## src/hdl/hlfd_pkg.sv

```systemverilog
// Shared types and constants for the header/length frame deframer.
package hlfd_pkg;

    localparam int BUF_DEPTH = 64;
    localparam int BUF_AW    = $clog2(BUF_DEPTH);

    localparam logic [7:0] HDR_OVERHEAD = 8'd4;
    localparam logic [7:0] DEPTH_BYTE   = 8'(BUF_DEPTH);

    typedef logic [BUF_AW-1:0] t_addr;
    typedef logic [BUF_AW:0]   t_fill;

    // One result item as it sits in the output register.
    typedef struct packed {
        logic [7:0] function_code;
        logic [7:0] payload_byte;
        logic [5:0] byte_index;
        logic       last_byte;
        logic       payload_empty;
    } t_result;

endpackage

```

## src/hdl/hlfd_out_reg.sv

```systemverilog
// Output register stage for result transfers.
module hlfd_out_reg (
    input  logic              i_clk,
    input  logic              i_rst_n,
    input  logic              i_load,
    input  hlfd_pkg::t_result i_result,
    input  logic              i_ready,
    output logic              o_valid,
    output hlfd_pkg::t_result o_result,
    output logic              o_free
);

    logic              r_valid;
    hlfd_pkg::t_result r_result;

    assign o_free   = !r_valid || i_ready;
    assign o_valid  = r_valid;
    assign o_result = r_result;

    always_ff @(posedge i_clk) begin
        if (!i_rst_n) begin
            r_valid <= 1'b0;
        end else if (o_free) begin
            r_valid <= i_load;
        end
    end

    always_ff @(posedge i_clk) begin
        if (o_free && i_load) begin
            r_result <= i_result;
        end
    end

endmodule

```

## src/hdl/header_length_frame_deframer_core.sv

```systemverilog
// A byte transfer is taken every cycle while parsing; after the checksum byte
// transfer of a matching frame, each result is read from the buffer (ST_RD)
// and then loaded into the output register (ST_WR), waiting while the output is
// held off. The input is stalled until every result of a matching frame has
// been loaded, also the ST_EMPTY result of a checksum-only frame.
// Reset (synchronous, active low) clears the parser, sums and output valid;
// the payload buffer is not cleared and needs no clearing pass.
module header_length_frame_deframer_core (
    input  logic        i_clk,
    input  logic        i_rst_n,
    // config write port
    input  logic        i_cfg_wr_en,
    input  logic        i_cfg_index,
    input  logic [7:0]  i_cfg_data,
    // input stream: tdata = rx_byte[7:0]
    input  logic        i_s_axis_tvalid,
    output logic        o_s_axis_tready,
    input  logic [7:0]  i_s_axis_tdata,
    // output stream: tdata = function_code[7:0], payload_byte[15:8],
    // byte_index[21:16], zero pad[23:22]; tuser = payload_empty
    output logic        o_m_axis_tvalid,
    input  logic        i_m_axis_tready,
    output logic [23:0] o_m_axis_tdata,
    output logic        o_m_axis_tlast,
    output logic        o_m_axis_tuser
);

    localparam logic CFG_HDR1 = 1'b0;
    localparam logic CFG_HDR2 = 1'b1;

    typedef enum logic [7:0] {
        ST_HEAD1 = 8'b0000_0001,
        ST_HEAD2 = 8'b0000_0010,
        ST_LEN   = 8'b0000_0100,
        ST_FUNC  = 8'b0000_1000,
        ST_DATA  = 8'b0001_0000,
        ST_RD    = 8'b0010_0000,
        ST_WR    = 8'b0100_0000,
        ST_EMPTY = 8'b1000_0000
    } t_state;

    t_state            r_state, n_state;
    logic [7:0]        r_hdr1, r_hdr2;
    logic [7:0]        r_len, n_len;
    logic [7:0]        r_func, n_func;
    hlfd_pkg::t_fill   r_fill, n_fill;
    logic [7:0]        r_sum, n_sum;
    hlfd_pkg::t_addr   r_rd_idx, n_rd_idx;
    hlfd_pkg::t_addr   r_last_idx, n_last_idx;
    logic [7:0]        r_rd_data;
    logic [7:0]        r_mem [hlfd_pkg::BUF_DEPTH];

    logic              in_xfer;
    logic [7:0]        rx;
    logic [7:0]        dlen;
    logic              bad_len;
    hlfd_pkg::t_fill   fill_inc;
    logic [7:0]        check;
    logic              mem_we;
    logic              mem_re;
    logic              out_load;
    logic              out_free;
    logic              out_valid;
    hlfd_pkg::t_result out_d, out_q;

    assign o_s_axis_tready = (r_state == ST_HEAD1) || (r_state == ST_HEAD2) ||
                             (r_state == ST_LEN)   || (r_state == ST_FUNC)  ||
                             (r_state == ST_DATA);
    assign in_xfer  = i_s_axis_tvalid && o_s_axis_tready;
    assign rx       = i_s_axis_tdata;

    assign dlen     = (r_len >= hlfd_pkg::HDR_OVERHEAD) ? r_len - hlfd_pkg::HDR_OVERHEAD : 8'd0;
    assign bad_len  = (dlen == 8'd0) || (dlen > hlfd_pkg::DEPTH_BYTE);
    assign fill_inc = r_fill + 1'b1;
    // checksum covers both headers, length, function and payload
    assign check    = r_hdr1 + r_hdr2 + r_len + r_func + r_sum;

    assign mem_we   = in_xfer && (r_state == ST_DATA) && !bad_len;
    assign mem_re   = (r_state == ST_RD);

    always_comb begin
        n_state    = r_state;
        n_len      = r_len;
        n_func     = r_func;
        n_fill     = r_fill;
        n_sum      = r_sum;
        n_rd_idx   = r_rd_idx;
        n_last_idx = r_last_idx;
        out_load   = 1'b0;
        out_d.function_code = r_func;
        out_d.payload_byte  = r_rd_data;
        out_d.byte_index    = 6'(r_rd_idx);
        out_d.last_byte     = (r_rd_idx == r_last_idx);
        out_d.payload_empty = 1'b0;

        case (r_state)
            ST_HEAD2: begin
                if (in_xfer) begin
                    n_state = (rx == r_hdr2) ? ST_LEN : ST_HEAD1;
                end
            end
            ST_LEN: begin
                if (in_xfer) begin
                    n_len   = rx;
                    n_state = ST_FUNC;
                end
            end
            ST_FUNC: begin
                if (in_xfer) begin
                    n_func  = rx;
                    n_fill  = '0;
                    n_sum   = 8'd0;
                    n_state = ST_DATA;
                end
            end
            ST_DATA: begin
                if (in_xfer) begin
                    if (bad_len) begin
                        n_state = ST_HEAD1;
                    end else begin
                        n_fill = fill_inc;
                        if (8'(fill_inc) < dlen) begin
                            n_sum = r_sum + rx;
                        end else begin
                            // this byte is the checksum, the one just stored
                            n_state = ST_HEAD1;
                            if (check == rx) begin
                                if (dlen == 8'd1) begin
                                    n_state = ST_EMPTY;
                                end else begin
                                    n_state    = ST_RD;
                                    n_rd_idx   = '0;
                                    n_last_idx = hlfd_pkg::t_addr'(dlen - 8'd2);
                                end
                            end
                        end
                    end
                end
            end
            ST_RD: begin
                n_state = ST_WR;
            end
            ST_WR: begin
                if (out_free) begin
                    out_load = 1'b1;
                    if (r_rd_idx == r_last_idx) begin
                        n_state = ST_HEAD1;
                    end else begin
                        n_rd_idx = r_rd_idx + 1'b1;
                        n_state  = ST_RD;
                    end
                end
            end
            ST_EMPTY: begin
                out_d.payload_byte  = 8'd0;
                out_d.byte_index    = 6'd0;
                out_d.last_byte     = 1'b1;
                out_d.payload_empty = 1'b1;
                if (out_free) begin
                    out_load = 1'b1;
                    n_state  = ST_HEAD1;
                end
            end
            default: begin
                // first-header hunt, also the fallback for stray codes
                n_state = ST_HEAD1;
                if (in_xfer && (rx == r_hdr1)) begin
                    n_state = ST_HEAD2;
                end
            end
        endcase
    end

    always_ff @(posedge i_clk) begin
        if (!i_rst_n) begin
            r_state    <= ST_HEAD1;
            r_hdr1     <= 8'd0;
            r_hdr2     <= 8'd0;
            r_len      <= 8'd0;
            r_func     <= 8'd0;
            r_fill     <= '0;
            r_sum      <= 8'd0;
            r_rd_idx   <= '0;
            r_last_idx <= '0;
        end else begin
            r_state    <= n_state;
            r_len      <= n_len;
            r_func     <= n_func;
            r_fill     <= n_fill;
            r_sum      <= n_sum;
            r_rd_idx   <= n_rd_idx;
            r_last_idx <= n_last_idx;
            if (i_cfg_wr_en) begin
                case (i_cfg_index)
                    CFG_HDR1: r_hdr1 <= i_cfg_data;
                    CFG_HDR2: r_hdr2 <= i_cfg_data;
                    default: ;
                endcase
            end
        end
    end

    // payload buffer: one write port (parser), one registered read port (emitter)
    always_ff @(posedge i_clk) begin
        if (mem_we) begin
            r_mem[hlfd_pkg::t_addr'(r_fill)] <= rx;
        end
    end

    always_ff @(posedge i_clk) begin
        if (mem_re) begin
            r_rd_data <= r_mem[r_rd_idx];
        end
    end

    hlfd_out_reg u_out_reg (
        .i_clk    (i_clk),
        .i_rst_n  (i_rst_n),
        .i_load   (out_load),
        .i_result (out_d),
        .i_ready  (i_m_axis_tready),
        .o_valid  (out_valid),
        .o_result (out_q),
        .o_free   (out_free)
    );

    assign o_m_axis_tvalid = out_valid;
    assign o_m_axis_tdata  = {2'b00, out_q.byte_index, out_q.payload_byte,
                              out_q.function_code};
    assign o_m_axis_tlast  = out_q.last_byte;
    assign o_m_axis_tuser  = out_q.payload_empty;

endmodule
```

## config.mk

```make
export PLATFORM = sky130hd
export DESIGN_NAME = header_length_frame_deframer_core
export DESIGN_NICKNAME = d
export VERILOG_FILES = /design/src/hdl/hlfd_pkg.sv /design/src/hdl/hlfd_out_reg.sv /design/src/hdl/header_length_frame_deframer_core.sv
export SDC_FILE = /design/constraint.sdc
export NUM_CORES = 1
export LEC_CHECK = 0
export ABC_AREA = 1
export BUFFER_PORTS_ARGS = -buffer_cell sky130_fd_sc_hd__buf_4
export CAP_MARGIN = 15
export CORE_MARGIN = 5
export CORE_UTILIZATION = 55
export CTS_CLUSTER_DIAMETER = 50
export DETAILED_ROUTE_END_ITERATION = 8
export GPL_TIMING_DRIVEN = 0
export PLACE_DENSITY_LB_ADDON = 0.12
export SLEW_MARGIN = 20
export SYNTH_ARGS = -nofsm -noshare
export SYNTH_HDL_FRONTEND = slang
export SYNTH_SLANG_ARGS = --single-unit
export TNS_END_PERCENT = 50
```

## constraint.sdc

```tcl
create_clock -name i_clk -period 4.25 [get_ports i_clk]
set_input_delay 0.2125 -clock i_clk [delete_from_list [all_inputs] [get_ports i_clk]]
set_output_delay 0.2125 -clock i_clk [all_outputs]
set_load 0.02 [all_outputs]
```

* Word-level counts from Yosys, hierarchy flattened
Memory sizes are Yosys's and may differ from the RTL's. A register that Yosys moved wholly into a read port is not among the register bits.
Cells that the tools add are included.
** Operators by class
- Bitwise operators :: 4
- Equal/unequal tests :: 26
- Reductions and logical operators :: 26
- Order comparisons :: 3
- Multiplexer cells :: 37
- $add $sub $neg :: 9
** Operators with widths (count)
- 8-bit 2-to-1 mux :: 15
- 8-bit case mux with 7 select lines :: 1
- 6-bit 2-to-1 mux :: 8
- 8-bit adder :: 5
- 8-bit equality test :: 3
- 7-bit 2-to-1 mux :: 3
- 8-bit by 1-bit equality test with 1-bit output (second input constant) :: 2
- 2-bit != test (second input constant) :: 8
- 8-bit case mux with 2 select lines :: 1
- 7-bit case mux with 2 select lines :: 1
- 6-bit case mux with 2 select lines :: 1
- 8-bit by 2-bit equality test with 1-bit output (second input constant) :: 1
- 8-bit by 3-bit equality test with 1-bit output (second input constant) :: 1
- 8-bit by 4-bit equality test with 1-bit output (second input constant) :: 1
- 8-bit by 5-bit equality test with 1-bit output (second input constant) :: 1
- 8-bit by 6-bit equality test with 1-bit output (second input constant) :: 1
- 8-bit by 7-bit equality test with 1-bit output (second input constant) :: 1
- 8-bit equality test (second input constant) :: 1
- 8-bit by 3-bit greater-or-equal comparator with 1-bit output (second input constant) :: 1
- 8-bit by 7-bit greater-than comparator with 1-bit output (second input constant) :: 1
- 8-bit zero test :: 1
- 7-bit by 8-bit < comparator with 1-bit output :: 1
- 2-bit by 1-bit != test with 1-bit output (second input constant) :: 4
- 2-bit AND reduction :: 4
- other kinds (20) :: 38
** Word-level totals
- Input bits :: 22
- Flip-flop bits (word level) :: 92
- Memories kept :: 1
- Bits in writable memories :: 512
- Logic and storage cells :: 121
- Output and inout port bits :: 28
** Memories
- r_mem :: depth 64, width 8, read ports 1, clocked after memory_dff 1, wr ports 1, line header_length_frame_deframer_core.sv:51 : logic [7:0] r_mem [hlfd_pkg::BUF_DEPTH];

* Longest topological paths before layout
Gate-level depths: netlist (run 1).
- Word-level depth :: 10
- Mapped depth :: 22
- Depth with buffers taken out :: 22

* Cells and area by module
Synthesis (run 1) repeated with hierarchy kept, for this count alone.
** Second synthesis, totals
- Cells, all modules :: 2260
- Area, all modules :: 26275.2 µm²
** Modules (own cells, without submodules)
- header_length_frame_deframer_core :: times used 1, area each 25503.2 µm², cells an instance 2229
- hlfd_out_reg :: times used 1, area each 772.0 µm², cells an instance 31

* Worst setup path after synthesis (run 1)
Ideal clock, no wire load.
- Kind :: register to register
- Start point :: reg r_hdr1[1]
- End point :: reg r_last_idx[3]
- Arrival time :: 3.748 ns
- Buffers on the path :: 0
- Library setup time :: 0.070 ns
- Setup slack :: 0.432 ns
- Stages on the path, launching flop included :: 18
- Cell sequence :: dfxtp_1 > fa_1 > fa_1 > fa_1 > ha_1 > inv_1 > fa_1 > xor2_1 > nand3_1 > nor2_1 > nand3_1 > nor3_1 > nand2_1 > nor2_1 > nand2_1 > inv_2 > nand2_1 > a21oi_1
** Between the ends
- Cells in the longest elaborated chain, start to end :: 6
** RTL lines
- from (decl) :: line header_length_frame_deframer_core.sv:43 : logic [7:0] r_hdr1, r_hdr2;
- from (signal assigned) :: line header_length_frame_deframer_core.sv:195 : CFG_HDR1: r_hdr1 <= i_cfg_data;
- 8-bit adder (4 in a row) :: line header_length_frame_deframer_core.sv:76 : assign check = r_hdr1 + r_hdr2 + r_len + r_func + r_sum;
- 8-bit equality test :: line header_length_frame_deframer_core.sv:127 : if (check == rx) begin
- 6-bit AND reduction (no source line)
- to (signal assigned) :: line header_length_frame_deframer_core.sv:192 : r_last_idx <= n_last_idx;
- to (decl) :: line header_length_frame_deframer_core.sv:49 : hlfd_pkg::t_addr r_last_idx, n_last_idx;
Every way passes these cells.
A chain may end at the register's enable or synchronous reset.

* Worst setup path in the final report (run 1)
- Start point :: reg r_len[2]
- End point :: mem r_mem[0][3] (enable)
** Between the ends
- Cells in the longest elaborated chain, start to end :: 8
** RTL lines
- from (decl) :: line header_length_frame_deframer_core.sv:44 : logic [7:0] r_len, n_len;
- from (signal assigned) :: line header_length_frame_deframer_core.sv:187 : r_len <= n_len;
- 8-bit by 3-bit subtractor with 8-bit output or 8-bit by 3-bit greater-or-equal comparator with 1-bit output (tied branches) :: line header_length_frame_deframer_core.sv:72 : assign dlen = (r_len >= hlfd_pkg::HDR_OVERHEAD) ? r_len - hlfd_pkg::HDR_OVERHEAD : 8'd0;
- 8-bit 2-to-1 mux (*) :: line header_length_frame_deframer_core.sv:72
- 8-bit by 7-bit greater-than comparator with 1-bit output or 8-bit zero test (tied branches) :: line header_length_frame_deframer_core.sv:73 : assign bad_len = (dlen == 8'd0) || (dlen > hlfd_pkg::DEPTH_BYTE);
- 1-bit logical OR (*) :: line header_length_frame_deframer_core.sv:73
- 1-bit zero test (*) :: line header_length_frame_deframer_core.sv:78 : assign mem_we = in_xfer && (r_state == ST_DATA) && !bad_len;
- 1-bit logical AND (*) :: line header_length_frame_deframer_core.sv:78
- 1-bit 2-to-1 mux (*) :: line header_length_frame_deframer_core.sv:205 : if (mem_we) begin
- 1-bit 2-to-1 mux (implied by the code) (*) :: line header_length_frame_deframer_core.sv:206 : r_mem[hlfd_pkg::t_addr'(r_fill)] <= rx;
- to (decl) :: line header_length_frame_deframer_core.sv:51
Mark *: on every way between the ends. The rest lies on a longest branch, timed or not.

==> impl_metrics.env, run 1 <==
export IMPL_startpoint_type="flop"
export IMPL_grt_usage_pct=31.8
export IMPL_antenna_found_initial=1
export IMPL_synth_flop_cell="edfxtp_1"
export IMPL_port_buffers=46
export IMPL_htreeDepth=3
export IMPL_cts_tree="built"
export IMPL_finalHoldViolCount=0
export IMPL_syn_area_um2=26000
export IMPL_die_area_um2=51800
export IMPL_synth_seq_area_share_pct=68.0
export IMPL_grt_first_pass_wirelength_um=120000
export IMPL_dr_pass1_iters=8
export IMPL_design_area_um2=29600
export IMPL_peakVddDrop_v=0.000329
export IMPL_rsz0062_at_grt="true"
export IMPL_setup_viol=41
export IMPL_finClkSkew_ps=27.1
export IMPL_synth_area_leader_cell="edfxtp_1"
export IMPL_clockRootBuffer="clkbuf_16"
export IMPL_instances_no_fill=3046
export IMPL_power_mw=12.6
export IMPL_path_class="flop to flop"
export IMPL_coreArea_um2=46700
export IMPL_clock_path_buffers=3
export IMPL_end_kind="flop"
export IMPL_yosys_top_cells_area="edfxtp_1 (63%), nor2_1 (6.3%), o21ai_0 (5.6%)"
export IMPL_synthCells=2260
export IMPL_power_density_nw_per_um2=425
export IMPL_insertion_delay_ps=610
export IMPL_fillers=3747
export IMPL_max_cap_violations=0
export IMPL_path_clk_slew_ps=60
export IMPL_synth_async_reset_ratio_pct=0
export IMPL_start_util_pct=55.8
export IMPL_viasPerCell=6.28
export IMPL_numCtsBuffers=68
export IMPL_ys_ff_latch=612
export IMPL_syn2layout_area_growth_pct=13.6
export IMPL_p_leak_nw=10.1
export IMPL_ant_nets=0
export IMPL_synth_edf_count=544
export IMPL_dp_final_hpwl_um=55900
export IMPL_drt_wl_total_um=82300
export IMPL_tightestPinTransition_ps=1190
export IMPL_slew_headroom_pct=20.4
export IMPL_cp_arrival_ps=4540
export IMPL_hp_class="input pin to flop"
export IMPL_place_inst=2914
export IMPL_placed_area_um2=27100
export IMPL_drc=0
export IMPL_layout_setup_ws_ps=-66.5
export IMPL_grt_max_degree=72
export IMPL_first_global_vias=18200
export IMPL_drt_iter0_markers=2544
export IMPL_die_x_um=228
export IMPL_nNetsFinal=2457
export IMPL_ys_types=46
export IMPL_report_final_slew_viol_count=0
export IMPL_ios=50
export IMPL_avgSynthCellArea_um2=11.5
export IMPL_yosysWarningCount=0
export IMPL_post_route_min_period_ps=4320
export IMPL_fin_setup_tns_ps=-1550
export IMPL_vias=19100
export IMPL_die_h_um=228
export IMPL_critPathRequiredTime_ps=4470
export IMPL_place_ws_ps=-158
export IMPL_grt_ovfl_total=0
export IMPL_max_freq_mhz=232
export IMPL_crit_fanout=8
export IMPL_violations="setup timing"
export IMPL_synthTopCellsByCount="edfxtp_1 (544), nor2_1 (436), o21ai_0 (290), nand2_1 (221), clkbuf_1 (113)"
export IMPL_gp_congestion=0.998
export IMPL_drive_gt1_share_pct=9.52
export IMPL_synth_top_area_share_pct=62.8
export IMPL_outcome="finished with violations"
export IMPL_clock_sinks=612
export IMPL_num_rows=79
export IMPL_period_share_pct=102
export IMPL_yosysMostFrequentCell="edfxtp_1"
export IMPL_wl_per_cell_um=27.0
==> worst paths after layout <==
check / slack [ps] / depth (start not counted) / startpoint / end
worst max-delay path: -70 / 16 / r_len[2] / r_mem[0][3]
worst min-delay path: 40 / 4 / i_cfg_index / r_hdr1[4]
worst max register to register: -70 / 16 / r_len[2] / r_mem[0][3]
worst min register to register: 470 / 2 / r_fill[6] / r_fill[6]
==> power by group <==
group          internal, mW  switching (mW)  total (mW)
Clock                  3.37            2.35        5.73
Combinational        0.0825           0.197       0.280
Sequential             6.55          0.0124        6.56
==> sequential cells by signal, summed over array words and instances (netlist names) <==
name / count
r_state: 8
r_hdr1: 8
r_func: 8
u_out_reg.o_result: 24
r_last_idx: 6
r_rd_data: 8
r_sum: 8
r_rd_idx: 6
r_len: 8
r_mem: 512
r_hdr2: 8
u_out_reg.o_valid: 1
r_fill: 7
==> final cells by class <==
class	count	area, um2	area share, %
Inverter	106	403	1.36
Antenna cell	1	2.50	0.00847
Tap cell	607	759	2.57
Multi-Input combinational cell	1417	7600	25.7
Clock inverter	32	297	1.00
Buffer	126	490	1.66
Sequential cell	612	17700	59.9
Clock buffer	88	1850	6.25
Timing Repair Buffer	57	448	1.52
==> cell usage in the layout, fill, tap and decap left out, types with 23 or more instances in the layout <==
cell,synthesis,layout
xnor2_1,24,23
nor2_1,436,401
clkbuf_16,0,69
nor2_2,3,37
a21oi_1,56,53
nand4_1,41,41
o221ai_1,48,48
nand3_1,76,72
o21ai_0,290,290
ha_1,26,25
buf_4,2,51
clkbuf_1,113,127
inv_1,91,91
o22ai_1,80,80
dfxtp_1,68,65
edfxtp_1,544,544
nand2_1,221,216
==> metal layers <==
metal  global-route usage (%)  vias to the layer above  part of all wire (%)
li1                         -                     8396                     -
met4                     14.0                        0                   5.2
met3                     7.74                      248                    11
met5                        0                        -                     0
met1                     44.1                     9353                    39
met2                     48.6                     1141                    45
==> kinds of logic after synthesis <==
| logic type | Yosys count | synth area share [%] |
|---|---|---|
| buffers and inverters | 232 | 3.43 |
| AOI/OAI and AO/OA | 514 | 11.3 |
| xor gates and xnor gates | 41 | 1.38 |
| DFF | 612 | 68.0 |
| other | 1 | 0.0144 |
| and+or+nand+nor | 813 | 13.0 |
| adders and majority gates | 47 | 2.87 |
==> through the flow <==
step	utilization, %	hold WS, ps
final	63.3	37.6
after global routing	63.3	82.3
after CTS	63.0	15.3
after detailed placement	58.2	453
after global placement	58.2	445
after floorplan	-	311
==> repair_timing <==
| item | in CTS | in global routing |
|---|---|---|
| setup endpoints to repair | 13 | 360 |
| pin swaps | 1 | 16 |
| hold endpoints to repair | 16 | 0 |
| hold buffers | 8 | 0 |
| gates cloned | 0 | 0 |
| setup buffers | 0 | 3 |
| gates resized for setup | 2 | 54 |
==> worst max-delay path: stages, from the launching register on <==
cell and delay [ps]:
dfxtp_1 370, inv_1 190, ha_1 200, inv_1 40, nor2_1 180, nand2_1 110
nor2_1 230, a21oi_1 110, nor2_2 180, nand2_1 100, nand2_1 70, nand2_1 60
nor2_1 180, nand2_1 110, nor2_1 210, nand3_1 590, nor2_1 1020
Note: power is estimated with default switching activity, not from simulation.
==> inputs of run 2 (changes only) <==
Settings changed: CELL_PAD_IN_SITES_DETAIL_PLACEMENT from default to 0, CELL_PAD_IN_SITES_GLOBAL_PLACEMENT from default to 1, CORE_UTILIZATION 55 to 51.
==> run 2 against run 1 <==
  * The flow still finishes with violations (setup timing)
  * Clock power is 3% higher
  * Sequential cell count stayed put
  * Cell area is 0.77% higher
  * Total power is 1.3% higher
  * Sequential share of layout area is 0.46 points lower
  * Via count is 0.15% lower
  * Final cell count is 2.2% higher
  * Critical path depth stayed put
  * Clock-buffer cell count is 3 lower
  * Fmax is 2.8% lower
  * Critical path type unchanged
  * Critical endpoint is now r_mem[43][4]
  * Largest cell class unchanged
==> impl_metrics.env, run 2 (synthesized netlist as in run 1, its figures left out) <==
export IMPL_outcome="finished with violations"
export IMPL_violations="setup timing"
export IMPL_r2r_cells=16
export IMPL_start_util_pct=51.8
export IMPL_regMostFlops="r_mem"
export IMPL_cpMostUsedCell="nand2_1"
export IMPL_crit_fanout=8
export IMPL_min_from="i_cfg_index"
export IMPL_power_density_nw_per_um2=427
export IMPL_grt_first_pass_wirelength_um=122000
export IMPL_path_cells="inv_1 -> ha_1 -> inv_1 -> nor2_1 -> nand2_1 -> nor2_1 -> a21oi_1 -> nor2_2 -> nand2_1 -> nand2_1 -> nand2_1 -> nor2_1 -> nand2_1 -> nor2_1 -> nand3_1 -> nor2_2"
export IMPL_dp_final_hpwl_um=56200
export IMPL_max_cap_violations=0
export IMPL_hold_end="r_hdr1[5]"
export IMPL_fin_util_pct=59.2
export IMPL_slew_headroom_pct=25.5
export IMPL_hp_class="input pin to flop"
export IMPL_startpoint_type="flop"
export IMPL_nNetsFinal=2458
export IMPL_path_class="flop to flop"
export IMPL_coreArea_um2=50300
export IMPL_grt_usage_pct=29.8
export IMPL_drt_iter0_markers=2725
export IMPL_max_stage_delay_ps=870
export IMPL_rsz0062_at_grt="true"
export IMPL_cts_tree="built"
export IMPL_instances_no_fill=3114
export IMPL_r2r_end="r_mem[43][4]"
export IMPL_drive_gt1_share_pct=10.1
export IMPL_htreeDepth=3
export IMPL_wl_per_cell_um=27.3
export IMPL_finClkSkew_ps=28.2
export IMPL_num_rows=82
export IMPL_min_path_cells=4
export IMPL_critPathRequiredTime_ps=4490
export IMPL_period_share_pct=105
export IMPL_ios=50
export IMPL_clock_sinks=612
export IMPL_die_x_um=236
export IMPL_die_h_um=236
export IMPL_r2r_start="r_len[2]"
export IMPL_dr_pass1_iters=6
export IMPL_port_buffers=46
export IMPL_end_kind="flop"
export IMPL_layout_commonest_cell="edfxtp_1"
export IMPL_post_route_min_period_ps=4440
export IMPL_grt_max_degree=72
export IMPL_layout_setup_ws_ps=-192
export IMPL_clockRootBuffer="clkbuf_16"
export IMPL_max_freq_mhz=225
export IMPL_tightestPinTransition_ps=1120
export IMPL_first_global_vias=18200
export IMPL_cp_arrival_ps=4690
export IMPL_vias=19100
export IMPL_layout_common_cells="edfxtp_1 (544), nor2_1 (379), o21ai_0 (290)"
export IMPL_path_clk_slew_ps=60
export IMPL_clock_path_buffers=3
export IMPL_antenna_found_initial=6
export IMPL_report_final_slew_viol_count=0
export IMPL_insertion_delay_ps=620
export IMPL_p_leak_nw=10.1
export IMPL_reg2reg_slack_ps=-190
export IMPL_drt_wl_total_um=85000
export IMPL_peakVddDrop_v=0.000378
export IMPL_place_inst=2980
export IMPL_largest_reg_flops=512
export IMPL_ant_nets=0
export IMPL_syn2layout_area_growth_pct=14.4
export IMPL_setup_viol=174
export IMPL_drc=0
export IMPL_gp_congestion=0.954
export IMPL_crit_path_start="r_len[2]"
export IMPL_diodes=0
export IMPL_fillers=4167
export IMPL_die_area_um2=55600
export IMPL_grt_ovfl_total=0
export IMPL_finalHoldViolCount=0
export IMPL_place_ws_ps=-155
export IMPL_viasPerCell=6.14
export IMPL_numCtsBuffers=69
export IMPL_crit_slowest_cell="nor2_2"
export IMPL_whs_ps=27.9
==> run 2: cell count changes in the layout (fill, tap and decap cells not counted), sizes merged <==
cell	change
clkinv	+5
clkbuf	-3
clkinvlp	+3
diode	-1
inv	-1
==> run 2: cell type report <==
type	instances	area, um2	share of cell area, %
Sequential cell	612	17700	59.4
Buffer	126	490	1.65
Clock inverter	39	354	1.19
Inverter	106	403	1.35
Clock buffer	85	1880	6.32
Timing Repair Buffer	57	468	1.57
Multi-Input combinational cell	1417	7640	25.7
Tap cell	672	841	2.82
==> run 2: per-layer routing <==
metal | track usage, % | part of all wire [%] | routed length (um)
met1 | 41.0 | 40 | 34100
met2 | 46.6 | 45 | 38600
met3 | 6.59 | 9.6 | 8200
met4 | 12.1 | 4.7 | 4020
met5 | 0 | 0.031 | 26
==> run 2: worst max-delay path, delay by kind of cell (launching register included) <==
kind | cells | cell delay, ps
AO/OA/AOI/OAI | 1 | 90
flip-flops | 1 | 360
adder cells (fa/ha/maj) | 1 | 190
AND/OR/NAND/NOR | 12 | 3200
buffers and inverters | 2 | 230
==> run 2: worst max-delay path by stage <==
stage                    endpoint  slack, ps  cells past startpoint
detailed placement  r_last_idx[5]       -160                     18
global route         r_mem[20][6]       -330                     16
finish               r_mem[43][4]       -190                     16
CTS                  r_mem[11][5]        -80                     16
global placement      r_rd_idx[4]       -110                     17
floorplan           r_last_idx[3]        430                     17
==> run 2: metrics by stage <==
step	instance area (um2)	total power, mW	TNS (ps)
floorplan	26000	6.80	0
global placement	27200	6.94	-3670
detailed placement	27200	6.95	-9300
CTS	29600	12.7	-1930
global route	29800	13.0	-69860
finish	29800	12.7	-12220
==> run 2: power by group <==
part	internal, mW	switching [mW]	total, mW
Combinational	0.0821	0.198	0.280
Sequential	6.54	0.0124	6.56
Clock	3.46	2.43	5.89
==> run 2: timing repair <==
item / in CTS / in global routing
cloned: 0 / 0
gates resized for setup: 14 / 58
hold endpoints to repair: 16 / 0
pin swaps: 1 / 5
setup endpoints to repair: 106 / 511
hold buffers: 8 / 0
buffers inserted: 1 / 1
